$ cat src/sv/assert_macros.svh
// ----------------------------------------------------------------------------
// Assertion macros
// Shared wrappers for concurrent assertions on the clock and reset.
// ----------------------------------------------------------------------------
`ifndef ASSERT_MACROS_SVH
`define ASSERT_MACROS_SVH

// Property that must hold at every clock edge outside reset.
`define ASSERT_ALWAYS(label, prop) \
   label: assert property (@(posedge clock) disable iff (reset) (prop)) \
      else $error("%m: assertion failed");

// Implication checked at every clock edge outside reset.
`define ASSERT_IMPLIES(label, pre, post) \
   label: assert property (@(posedge clock) disable iff (reset) (pre) |-> (post)) \
      else $error("%m: assertion failed");

`endif

$ cat src/sv/its_pkg.sv
// ----------------------------------------------------------------------------
// Indent token scanner package
// Types and constants shared by the scanner and its level stack.
// ----------------------------------------------------------------------------
`default_nettype none

package its_pkg;

   // Number of indent levels the stack can hold, base level included.
   localparam int STACK_DEPTH = 32;
   localparam int IDX_W       = $clog2(STACK_DEPTH);
   localparam int CNT_W       = $clog2(STACK_DEPTH + 1);
   localparam int LEVEL_W     = 16;

   localparam logic [LEVEL_W-1:0] TAB_MAX = '1;

   // Characters that steer the scanner.
   localparam logic [7:0] CHAR_NUL = 8'h00;
   localparam logic [7:0] CHAR_TAB = 8'h09;
   localparam logic [7:0] CHAR_LF  = 8'h0A;
   localparam logic [7:0] CHAR_CR  = 8'h0D;

   typedef enum logic [1:0] {
      KIND_NEWLINE = 2'd0,
      KIND_INDENT  = 2'd1,
      KIND_DEDENT  = 2'd2
   } kind_type;

   typedef enum logic [1:0] {
      ST_IDLE,
      ST_POP,
      ST_PUSH
   } state_type;

   // Write request into the level stack.
   typedef struct packed {
      logic               en;
      logic [IDX_W-1:0]   idx;
      logic [LEVEL_W-1:0] data;
   } stack_wr_type;

endpackage

`default_nettype wire

$ cat src/sv/its_level_stack.sv
// ----------------------------------------------------------------------------
// Indent level stack
// Register file of open indent levels with one write and one read port.
// ----------------------------------------------------------------------------
`default_nettype none

module its_level_stack (
   input  wire logic                        clock,
   input  wire its_pkg::stack_wr_type       wr,
   input  wire logic [its_pkg::IDX_W-1:0]   rd_idx,
   output logic      [its_pkg::LEVEL_W-1:0] rd_data
);
   import its_pkg::*;

   logic [LEVEL_W-1:0] level_ff [STACK_DEPTH];

   // Levels are written only on a push; the base entry is never written.
   always_ff @(posedge clock) begin
      if (wr.en) begin
         level_ff[wr.idx] <= wr.data;
      end
   end

   // The base level always reads as zero, so it needs no reset.
   always_comb begin
      if (rd_idx == '0) begin
         rd_data = '0;
      end else begin
         rd_data = level_ff[rd_idx];
      end
   end

endmodule

`default_nettype wire

$ cat src/sv/indent_token_scanner.sv
// ----------------------------------------------------------------------------
// Indent token scanner
// Turns a byte stream into NEWLINE, INDENT and DEDENT tokens (tab offside rule).
// ----------------------------------------------------------------------------
// A byte is taken whenever the sequencer is idle and the result register is
// free, and a byte that makes at most one token writes that token into the
// result register, where it shows in the cycle after, so plain text runs at
// one byte per cycle while rsp_ready holds. A line that closes k levels, or
// the end of text with k open levels, gives one DEDENT word per pop after
// the byte is taken, then one INDENT word when an indent follows the pops;
// new bytes are refused meanwhile. This order follows from the single read
// port of the level stack and the one level comparator reused for every pop.
// Every word also waits for rsp_ready. No clearing pass is needed after reset.
`default_nettype none

`include "assert_macros.svh"

module indent_token_scanner (
   input  wire logic                        clock,
   input  wire logic                        reset,
   input  wire logic                        req_valid,
   output logic                             req_ready,
   input  wire logic [7:0]                  req_text_byte,
   input  wire logic                        req_end_of_text,
   output logic                             rsp_valid,
   input  wire logic                        rsp_ready,
   output logic      [1:0]                  rsp_token_kind,
   output logic      [its_pkg::LEVEL_W-1:0] rsp_indent_level,
   output logic                             rsp_last_token
);
   import its_pkg::*;

   state_type          state_ff, state_in;
   logic [CNT_W-1:0]   count_ff, count_in;
   logic               newline_ff, newline_in;
   logic               cr_ff, cr_in;
   logic [LEVEL_W-1:0] tab_ff, tab_in;
   logic               rsp_valid_ff, rsp_valid_in;
   kind_type           kind_ff, kind_in;
   logic [LEVEL_W-1:0] level_ff, level_in;
   logic               last_ff, last_in;

   stack_wr_type       wr;
   logic [IDX_W-1:0]   rd_idx;
   logic [LEVEL_W-1:0] top;
   logic               out_free;
   logic               accept;
   logic               tab_gt, tab_lt;
   logic               can_push;
   logic               is_tab, is_lf, is_cr, is_nul, is_brk;
   logic               go_pop;
   logic               pop_more;

   its_level_stack u_stack (
      .clock   (clock),
      .wr      (wr),
      .rd_idx  (rd_idx),
      .rd_data (top)
   );

   // Handshake: a byte is taken only when the sequencer is idle and its token has a free slot.
   assign out_free  = !rsp_valid_ff || rsp_ready;
   assign req_ready = (state_ff == ST_IDLE) && out_free;
   assign accept    = req_valid && req_ready;

   // A pop reads the level below the current top; otherwise read the top.
   always_comb begin
      if (state_ff == ST_POP) begin
         rd_idx = IDX_W'(count_ff - CNT_W'(2));
      end else begin
         rd_idx = IDX_W'(count_ff - CNT_W'(1));
      end
   end

   // Shared level comparator and byte decode.
   assign tab_gt   = tab_ff > top;
   assign tab_lt   = tab_ff < top;
   assign can_push = count_ff < CNT_W'(STACK_DEPTH);
   assign is_tab   = req_text_byte == CHAR_TAB;
   assign is_lf    = req_text_byte == CHAR_LF;
   assign is_cr    = req_text_byte == CHAR_CR;
   assign is_nul   = req_text_byte == CHAR_NUL;
   assign is_brk   = is_lf || is_cr;
   assign pop_more = (count_ff > CNT_W'(2)) && tab_lt;

   // A byte starts a dedent run at end of text with open levels, or when a
   // line's first character sits left of the current level.
   always_comb begin
      go_pop = 1'b0;
      if (req_end_of_text) begin
         go_pop = count_ff > CNT_W'(1);
      end else if (newline_ff && (tab_ff != '0 || !is_cr)
                   && (tab_ff != '0 || !is_lf || !cr_ff)
                   && !is_tab && !is_brk && !is_nul) begin
         go_pop = tab_lt;
      end
   end

   // Sequencer next state.
   always_comb begin
      state_in = state_ff;
      unique case (state_ff)
         ST_IDLE: begin
            if (accept && go_pop) begin
               state_in = ST_POP;
            end
         end
         ST_POP: begin
            if (out_free) begin
               priority if (pop_more) begin
                  state_in = ST_POP;
               end else if (tab_gt) begin
                  state_in = ST_PUSH;
               end else begin
                  state_in = ST_IDLE;
               end
            end
         end
         ST_PUSH: begin
            if (out_free) begin
               state_in = ST_IDLE;
            end
         end
         default: state_in = ST_IDLE;
      endcase
   end

   // Scanner state, stack writes and the result word.
   always_comb begin
      count_in     = count_ff;
      newline_in   = newline_ff;
      cr_in        = cr_ff;
      tab_in       = tab_ff;
      kind_in      = kind_ff;
      level_in     = level_ff;
      last_in      = last_ff;
      rsp_valid_in = rsp_valid_ff && !rsp_ready;
      wr.en        = 1'b0;
      wr.idx       = IDX_W'(count_ff);
      wr.data      = tab_ff;

      unique case (state_ff)
         ST_IDLE: begin
            if (accept) begin
               priority if (req_end_of_text) begin
                  // End of text: clear line state, pops follow if any.
                  newline_in = 1'b0;
                  cr_in      = 1'b0;
                  tab_in     = '0;
               end else if (!newline_ff) begin
                  if (is_brk) begin
                     rsp_valid_in = 1'b1;
                     kind_in      = KIND_NEWLINE;
                     level_in     = top;
                     last_in      = 1'b1;
                     newline_in   = 1'b1;
                     cr_in        = is_cr;
                     tab_in       = '0;
                  end
               end else if (tab_ff == '0 && is_cr) begin
                  // Further carriage returns belong to the same break.
                  cr_in = 1'b1;
               end else if (tab_ff == '0 && is_lf && cr_ff) begin
                  // Line feed completes a CRLF pair.
                  cr_in = 1'b0;
               end else if (is_tab) begin
                  if (tab_ff != TAB_MAX) begin
                     tab_in = tab_ff + LEVEL_W'(1);
                  end
                  cr_in = 1'b0;
               end else if (is_brk) begin
                  // Blank line: a new break and a new NEWLINE word.
                  rsp_valid_in = 1'b1;
                  kind_in      = KIND_NEWLINE;
                  level_in     = top;
                  last_in      = 1'b1;
                  newline_in   = 1'b1;
                  cr_in        = is_cr;
                  tab_in       = '0;
               end else if (is_nul) begin
                  newline_in = 1'b0;
                  cr_in      = 1'b0;
                  tab_in     = '0;
               end else begin
                  // First character of a line: compare its indent.
                  newline_in = 1'b0;
                  cr_in      = 1'b0;
                  if (tab_gt) begin
                     wr.en        = can_push;
                     rsp_valid_in = 1'b1;
                     kind_in      = KIND_INDENT;
                     level_in     = can_push ? tab_ff : top;
                     last_in      = 1'b1;
                     count_in     = can_push ? count_ff + CNT_W'(1) : count_ff;
                     tab_in       = '0;
                  end else if (!tab_lt) begin
                     tab_in = '0;
                  end
               end
            end
         end
         ST_POP: begin
            // One level popped per word; the comparator sees the new top.
            if (out_free) begin
               count_in     = count_ff - CNT_W'(1);
               rsp_valid_in = 1'b1;
               kind_in      = KIND_DEDENT;
               level_in     = top;
               last_in      = !pop_more && !tab_gt;
               if (!pop_more && !tab_gt) begin
                  tab_in = '0;
               end
            end
         end
         ST_PUSH: begin
            // Indent that lies between two stacked levels.
            if (out_free) begin
               wr.en        = can_push;
               rsp_valid_in = 1'b1;
               kind_in      = KIND_INDENT;
               level_in     = can_push ? tab_ff : top;
               last_in      = 1'b1;
               count_in     = can_push ? count_ff + CNT_W'(1) : count_ff;
               tab_in       = '0;
            end
         end
         default: begin
            count_in = count_ff;
         end
      endcase
   end

   // Control registers.
   always_ff @(posedge clock) begin
      if (reset) begin
         state_ff     <= ST_IDLE;
         count_ff     <= CNT_W'(1);
         newline_ff   <= 1'b0;
         cr_ff        <= 1'b0;
         tab_ff       <= '0;
         rsp_valid_ff <= 1'b0;
      end else begin
         state_ff     <= state_in;
         count_ff     <= count_in;
         newline_ff   <= newline_in;
         cr_ff        <= cr_in;
         tab_ff       <= tab_in;
         rsp_valid_ff <= rsp_valid_in;
      end
   end

   // Result payload register.
   always_ff @(posedge clock) begin
      kind_ff  <= kind_in;
      level_ff <= level_in;
      last_ff  <= last_in;
   end

   assign rsp_valid        = rsp_valid_ff;
   assign rsp_token_kind   = kind_ff;
   assign rsp_indent_level = level_ff;
   assign rsp_last_token   = last_ff;

   // The base level is never popped and the stack never overflows.
   `ASSERT_ALWAYS(a_count_range, count_ff >= CNT_W'(1) && count_ff <= CNT_W'(STACK_DEPTH))
   // A pop always has a level above the base to remove.
   `ASSERT_IMPLIES(a_pop_has_level, state_ff == ST_POP, count_ff >= CNT_W'(2))
   // A word that is not the last of its byte leaves the sequencer busy.
   `ASSERT_IMPLIES(a_busy_after_partial, rsp_valid_ff && !last_ff, state_ff != ST_IDLE)

endmodule

`default_nettype wire
$ cat config.mk
export PLATFORM = sky130hd
export DESIGN_NAME = indent_token_scanner
export DESIGN_NICKNAME = d
export VERILOG_FILES = /design/src/sv/its_pkg.sv /design/src/sv/its_level_stack.sv /design/src/sv/indent_token_scanner.sv
export VERILOG_INCLUDE_DIRS = /design/src /design/src/sv
export SDC_FILE = /design/constraint.sdc
export NUM_CORES = 1
export LEC_CHECK = 0
export BUFFER_PORTS_ARGS = -buffer_cell sky130_fd_sc_hd__buf_2
export CORE_UTILIZATION = 59
export CTS_BUF_LIST = sky130_fd_sc_hd__clkbuf_4
export CTS_CLUSTER_SIZE = 10
export DETAILED_ROUTE_END_ITERATION = 6
export GPL_ROUTABILITY_DRIVEN = 0
export GPL_TIMING_DRIVEN = 0
export PLACE_DENSITY = 0.78
export SLEW_MARGIN = 20
export SYNTH_ARGS = -nofsm -noshare
export SYNTH_HDL_FRONTEND = slang
export SYNTH_SLANG_ARGS = --single-unit
$ cat constraint.sdc
create_clock -name clock -period 5.8 [get_ports clock]
set_input_delay 0.58 -clock clock [delete_from_list [all_inputs] [get_ports clock]]
set_output_delay 0.58 -clock clock [all_outputs]
set_load 0.01 [all_outputs]
; ---- Word level (Yosys, flattened, before mapping)
; Memories as Yosys holds them, arrays and structs flattened.
; Cells that the tools add are included.
[classes]
addsub = 4
order_cmp = 5
n_eq_ne = 30
muxes = 117
reduce_logical = 43
[op_table]
columns = cell, count
row1 = $mux 16, 29
row2 = $pmux 16 s3, 2
row3 = $mux 6, 12
row4 = $mux 1, 50
row5 = $mux 2, 17
row6 = $eq 8x4->1 const B, 3
row7 = $ne 2x2->1 const B, 11
row8 = $pmux 6 s3, 1
row9 = $add 16x1->16 const B, 1
row10 = $gt 16x16->1, 1
row11 = $logic_not 16->1, 1
row12 = $lt 16x16->1, 1
row13 = $ne 16x16->1 const B, 1
row14 = $reduce_bool 16->1, 1
row15 = $logic_and 1x1->1, 14
row16 = $ne 3x3->1 const B, 4
row17 = $ne 4x4->1 const B, 3
row18 = $ne 6x4->1 const B, 2
row19 = $pmux 2 s3, 2
row20 = $reduce_and 12->1, 1
row21 = $reduce_and 11->1, 1
row22 = $logic_not 1->1, 10
row23 = $reduce_and 10->1, 1
row24 = $ne 9x7->1 const B, 1
row25 = 21 further kinds, 29
[totals]
register_bits = 46
ram_bits = 512
inputBits = 13
output_inout_bits = 21
word_cells = 209
memories = 1
[mem_list]
columns = memory, words, width, rd, rd_clocked_by_memory_dff, wr, line_no
row1 = u_stack.level_ff, 32, 16, 1, 0, 1, its_level_stack.sv:15  ; logic [LEVEL_W-1:0] level_ff [STACK_DEPTH];

; ---- Depth between registers and ports, before layout
[depth]
depth_word = 17
ltp_mapped = 22

; ---- By module
; From an unflattened synthesis, not the netlist that was laid out.
[hier_totals]
cells_unflattened = 1369
hier_area_um2 = 23272.3
[modules_own_cells]
columns = module, instances, cells_each, area_each_um2, seq_area_each_um2
row1 = its_level_stack, 1, 980, 19939.1, 15374.7
row2 = indent_token_scanner, 1, 389, 3333.2, 1111.1

; ---- Least setup slack after synthesis
; OpenSTA, ideal clock, no wires.
[synth_path]
kind = flip-flop to flip-flop
from = reg state_ff[1]
to = reg level_ff[0], in the netlist rsp_indent_level[0] (enable)
arrival_ps = 5457
required_time_ps = 5375
path_slack_ps = -81
stages_incl_launch_ff = 20
n_path_buf = 3
synth_period_minus_slack_ps = 5881
cell_sequence = dfxtp_1 inv_1 ha_1 buf_2 inv_1 ha_1 buf_2 clkbuf_1 mux4_2 nand2_1 a32oi_1 o221ai_1 nand2b_1 ha_1 nand4_2 nor4_1 a211oi_1 o31ai_1 o311ai_0 a211oi_1
[synth_via]
elab_chain_cells = 7
word_cells_on_any_way = 22
[synth_rtl]
columns = element, line_no
row1 = from (decl), indent_token_scanner.sv:33  ; state_type state_ff, state_in;
row2 = from (signal assigned), indent_token_scanner.sv:243  ; state_ff <= state_in;
row3 = $eq 2x1->1, "indent_token_scanner.sv:68, indent_token_scanner.sv:142"
row4 = $mux 5, indent_token_scanner.sv:68  ; if (state_ff == ST_POP) begin
row5 = $mem_v2 32x16 / $logic_not 5->1 (equally long branches), n/a
row6 = $mux 16, its_level_stack.sv:26  ; if (rd_idx == '0) begin
row7 = $gt 16x16->1, indent_token_scanner.sv:76  ; assign tab_gt = tab_ff > top;
row8 = $ne 6x4->1 (no source line), n/a
row9 = $reduce_and 11->1 (no source line) *, n/a
row10 = to (signal assigned), indent_token_scanner.sv:255  ; level_ff <= level_in;
row11 = to (decl), indent_token_scanner.sv:40  ; logic [LEVEL_W-1:0] level_ff, level_in;
; Every way passes the cells marked *; elsewhere a longest branch is shown, timed or not.
; A chain may end at the register's enable or synchronous reset.

; ---- Final worst setup path
[layout_path]
from = reg state_ff[1]
to = mem u_stack.level_ff[13][4] (enable)
[layout_via]
elab_chain_cells = 17
word_cells_on_any_way = 22
[layout_rtl]
columns = element, line_no
row1 = $eq 2x1->1, indent_token_scanner.sv:68
row2 = $mux 5, indent_token_scanner.sv:68
row3 = $mem_v2 32x16 / $logic_not 5->1 (equally long branches), n/a
row4 = $mux 16, its_level_stack.sv:26
row5 = $gt 16x16->1, indent_token_scanner.sv:76
row6 = $mux 1, indent_token_scanner.sv:188  ; if (tab_gt) begin
row7 = $mux 1, indent_token_scanner.sv:180  ; end else if (is_nul) begin
row8 = $mux 1, indent_token_scanner.sv:171  ; end else if (is_brk) begin
row9 = $mux 1, indent_token_scanner.sv:166  ; end else if (is_tab) begin
row10 = $mux 1, indent_token_scanner.sv:163  ; end else if (tab_ff == '0 && is_lf && cr_ff) begin
row11 = $mux 1, indent_token_scanner.sv:160  ; end else if (tab_ff == '0 && is_cr) begin
row12 = $mux 1, indent_token_scanner.sv:150  ; end else if (!newline_ff) begin
row13 = $mux 1, indent_token_scanner.sv:145  ; priority if (req_end_of_text) begin
row14 = $mux 1, indent_token_scanner.sv:144  ; if (accept) begin
row15 = $pmux 1 s2 *, indent_token_scanner.sv:142  ; unique case (state_ff)
row16 = $mux 1 *, its_level_stack.sv:19  ; if (wr.en) begin
row17 = $mux 1 (not written as such) *, its_level_stack.sv:20  ; level_ff[wr.idx] <= wr.data;
row18 = to (decl), its_level_stack.sv:15
; Marked as above.

==> results.ini <==
[clock_tree]
htreeDepth=4
postCtsHoldBufs=0
clockBufferDepth=3
numCtsBuffers=139
cts_tree=done
worst_setup_hold_path_clk_slew_ns=0.06
clockRootBuffer=clkbuf_4
worstSkewPairLatency_ns=0.89
cts_sinks=558

[route]
wirelength_mm=61.3
vias=14500
wire_per_inst_um=27.8
drt_iter0_drc=1811
drc_errors=4
first_pass_iters=7
ant_nets=0
vias_per_cell=6.59

[synthesis]
synth_compound_gate_area_share_pct=4.32
yosys_warnings=0
synth_xor_area_share_pct=0.260
syn_area_um2=23100
synth_cell_types=71
synthCells=1331
synthArstFlopShare_pct=0
synth_nets=1377
muxShareOfSynthArea_pct=13.4
ys_seq_area_share_pct=71.4
synth_top_family_by_area=multiplexers
synth_edf_count=531
yosys_register_bits=558
synth_fa_ha_area_share_pct=1.79
avgSynthCellArea_um2=17.3
ys.flop_type=edfxtp_1
synth-simple-area-share_pct=7.28

[worst_hold_path]
hold_start=req_text_byte[2]
worstHoldPathType=primary input to flip-flop
hold_depth=3
hold_end=cr_ff

[critical_path]
path_max_fanout=10
crit_slowest_cell=ha_2
rr_worst_depth=23
path_class=flip-flop to flip-flop
startpoint_type=flip-flop
r2r-start=state_ff[1]
crit_required_ns=6.31
r2r_end=u_stack.level_ff[13][4]
worstPathCellList=inv_1 > ha_1 > clkbuf_4 > inv_1 > ha_2 > buf_4 > buf_4 > mux4_2 > mux2i_1 > a32oi_2 > o221ai_1 > nand2b_1 > ha_1 > nand4_4 > nor3_1 > a2111o_1 > a211oi_4 > buf_12 > o31ai_4 > buf_12 > nand2_4 > nor2_4 > buf_8
rrSetupSlack_ns=-0.02
startpoint=state_ff[1]
cp-end-kind=flip-flop
critPathMaxStageDelay_ns=0.42
critPathArrivalTime_ns=6.33

[grt]
grt_pass1_wl_mm=86.4
antenna_found_initial=1
grt_pass1_vias=14300
gr-usage-all-layers_pct=30.8
grt_max_degree=40
gr-total-overflow=0

[place]
portBuffers=31
dpl_cell_area_um2=24600
place_hpwl_mm=37.4

[layout]
finalInstanceArea_um2=27200
nFillCells=2283
multi_input_area_um2=6750
syn_to_final_growth_pct=18.0
seq_area_um2=16500
most-common-layout-cells=531 x edfxtp_1, 193 x clkbuf_4, 128 x mux4_2, 122 x nand2_1, 80 x nor2_1
drive_above_1_share_pct=35.2
nets=1637
layout_commonest_cell=edfxtp_1

[sta]
tightest_slew_ns=1.02
period_share_pct=100
skew_ns=0.0940
worst_hold_slack_ns=0.0671
hold_viol_final=0
setup_tns_ns=-0.252
fmax_ghz=0.172
slew_headroom_pct=32.1
setup_violations=33
slew_violations=0
setup_ws_ns=-0.0177
rsz0062_at_grt=true
min_period_ns=5.82

[die]
fp.dieH_um=200
die_width_um=200
fp.dieArea_um2=39900
start_util_pct=59.8
pin_count=34
coreArea_um2=38600
num_rows=72

[power_and_ir_drop]
peakVddDrop_mv=0.230
power_density_nw_per_um2=369
p_leak_nw=10.3

[run]
cap_violations=0

[outcome]
violations=design-rule violations, negative setup slack
status=complete, but fails checks

-- timing repair --
action,in CTS,in global routing
resized for setup,78,64
buffers inserted,17,32
endpoints found under the setup margin,557,557
pin swaps,9,20
-- critical path: cells and delay by family, from the launching register on --
| family | cells | cell delay, ns |
|---|---|---|
| AND/OR/NAND/NOR | 5 | 1.09 |
| AO/OA/AOI/OAI | 5 | 1.07 |
| adder cells (fa/ha/maj) | 3 | 1.04 |
| multiplexers | 2 | 0.38 |
| flip-flops | 1 | 0.34 |
| buffers and inverters | 8 | 1.54 |
-- worst max-delay path by stage --
stage          depth (start not counted)                       to  slack, ns
2_1_floorplan                         19      rsp_indent_level[0]       0.54
3_3_place_gp                          20  u_stack.level_ff[25][5]      -2.23
3_5_place_dp                          20  u_stack.level_ff[17][6]      -1.80
4_1_cts                               22  u_stack.level_ff[29][4]      0.005
5_1_grt                               23  u_stack.level_ff[29][4]      -0.13
6_report                              23  u_stack.level_ff[13][4]      -0.02
-- cell usage after synthesis (16+ instances only) --
cell type,number,area share [%]
nand3_1,20,0.43
nand2_1,126,2.0
mux2i_1,18,0.78
a21oi_1,39,0.85
ha_1,33,1.8
o21ai_0,28,0.61
buf_2,22,0.48
clkbuf_1,41,0.67
o221ai_1,17,0.64
dfxtp_1,27,2.3
a32oi_1,16,0.61
inv_1,17,0.28
edfxtp_1,531,69
nor2_1,112,1.8
mux4_2,128,12
nand2b_1,16,0.43
-- state kept, by name, summed over array words and instances, names as in the netlist --
name,flops
count_ff,6
cr_ff,1
newline_ff,1
rsp_indent_level,16
rsp_last_token,1
rsp_token_kind,2
rsp_valid,1
state_ff,2
tab_ff,16
u_stack.level_ff,512
-- routing by layer --
layer	GRT usage [%]	up-vias	share of wire [%]
met3	8.64	264	12
li1	-	5952	-
met4	19.0	0	5.5
met2	47.2	1209	48
met1	39.4	7098	34
met5	0	-	0
-- power breakdown --
part           internal (W)  leakage [nW]  total (W)  switching (W)
Clock               0.00163         0.993    0.00320        0.00157
Combinational      0.000919          3.12    0.00245        0.00153
Sequential          0.00439          6.22    0.00440      0.0000110
Total               0.00693          10.3     0.0100        0.00311
-- area by class of cell --
type                            count  share of cell area, %
Inverter                           17                  0.234
Sequential cell                   558                   60.6
Multi-Input combinational cell    688                   24.8
Buffer                             68                   1.51
Clock buffer                      186                   5.13
Timing Repair Buffer              119                   4.29
Antenna cell                        3                 0.0276
Clock inverter                     46                   1.07
Tap cell                          518                   2.38
-- logic make-up (layout without fill, tap and decap cells) --
kind of cell / count (synthesis) / count (layout)
AOI/OAI and AO/OA: 145 / 145
xor gates and xnor gates: 6 / 6
adders and majority gates: 33 / 33
buffers and inverters: 85 / 436
DFF: 558 / 558
muxes: 148 / 148
other: 0 / 3
and+or+nand+nor: 356 / 356
-- stage by stage --
step / utilization (%) / std cells / setup WS (ns) / total power, W
6_report: 70.5 / 2203 / -0.0177 / 0.0100
5_1_grt: 70.5 / 2202 / -0.129 / 0.0104
4_1_cts: 69.3 / 2168 / 0.00499 / 0.00981
3_5_place_dp: 63.6 / 1919 / -1.80 / 0.00654
3_3_place_gp: 61.8 / 1880 / -2.23 / 0.00649
2_1_floorplan: - / 1331 / 0.539 / 0.00587
(Power assumes the default switching activity.)
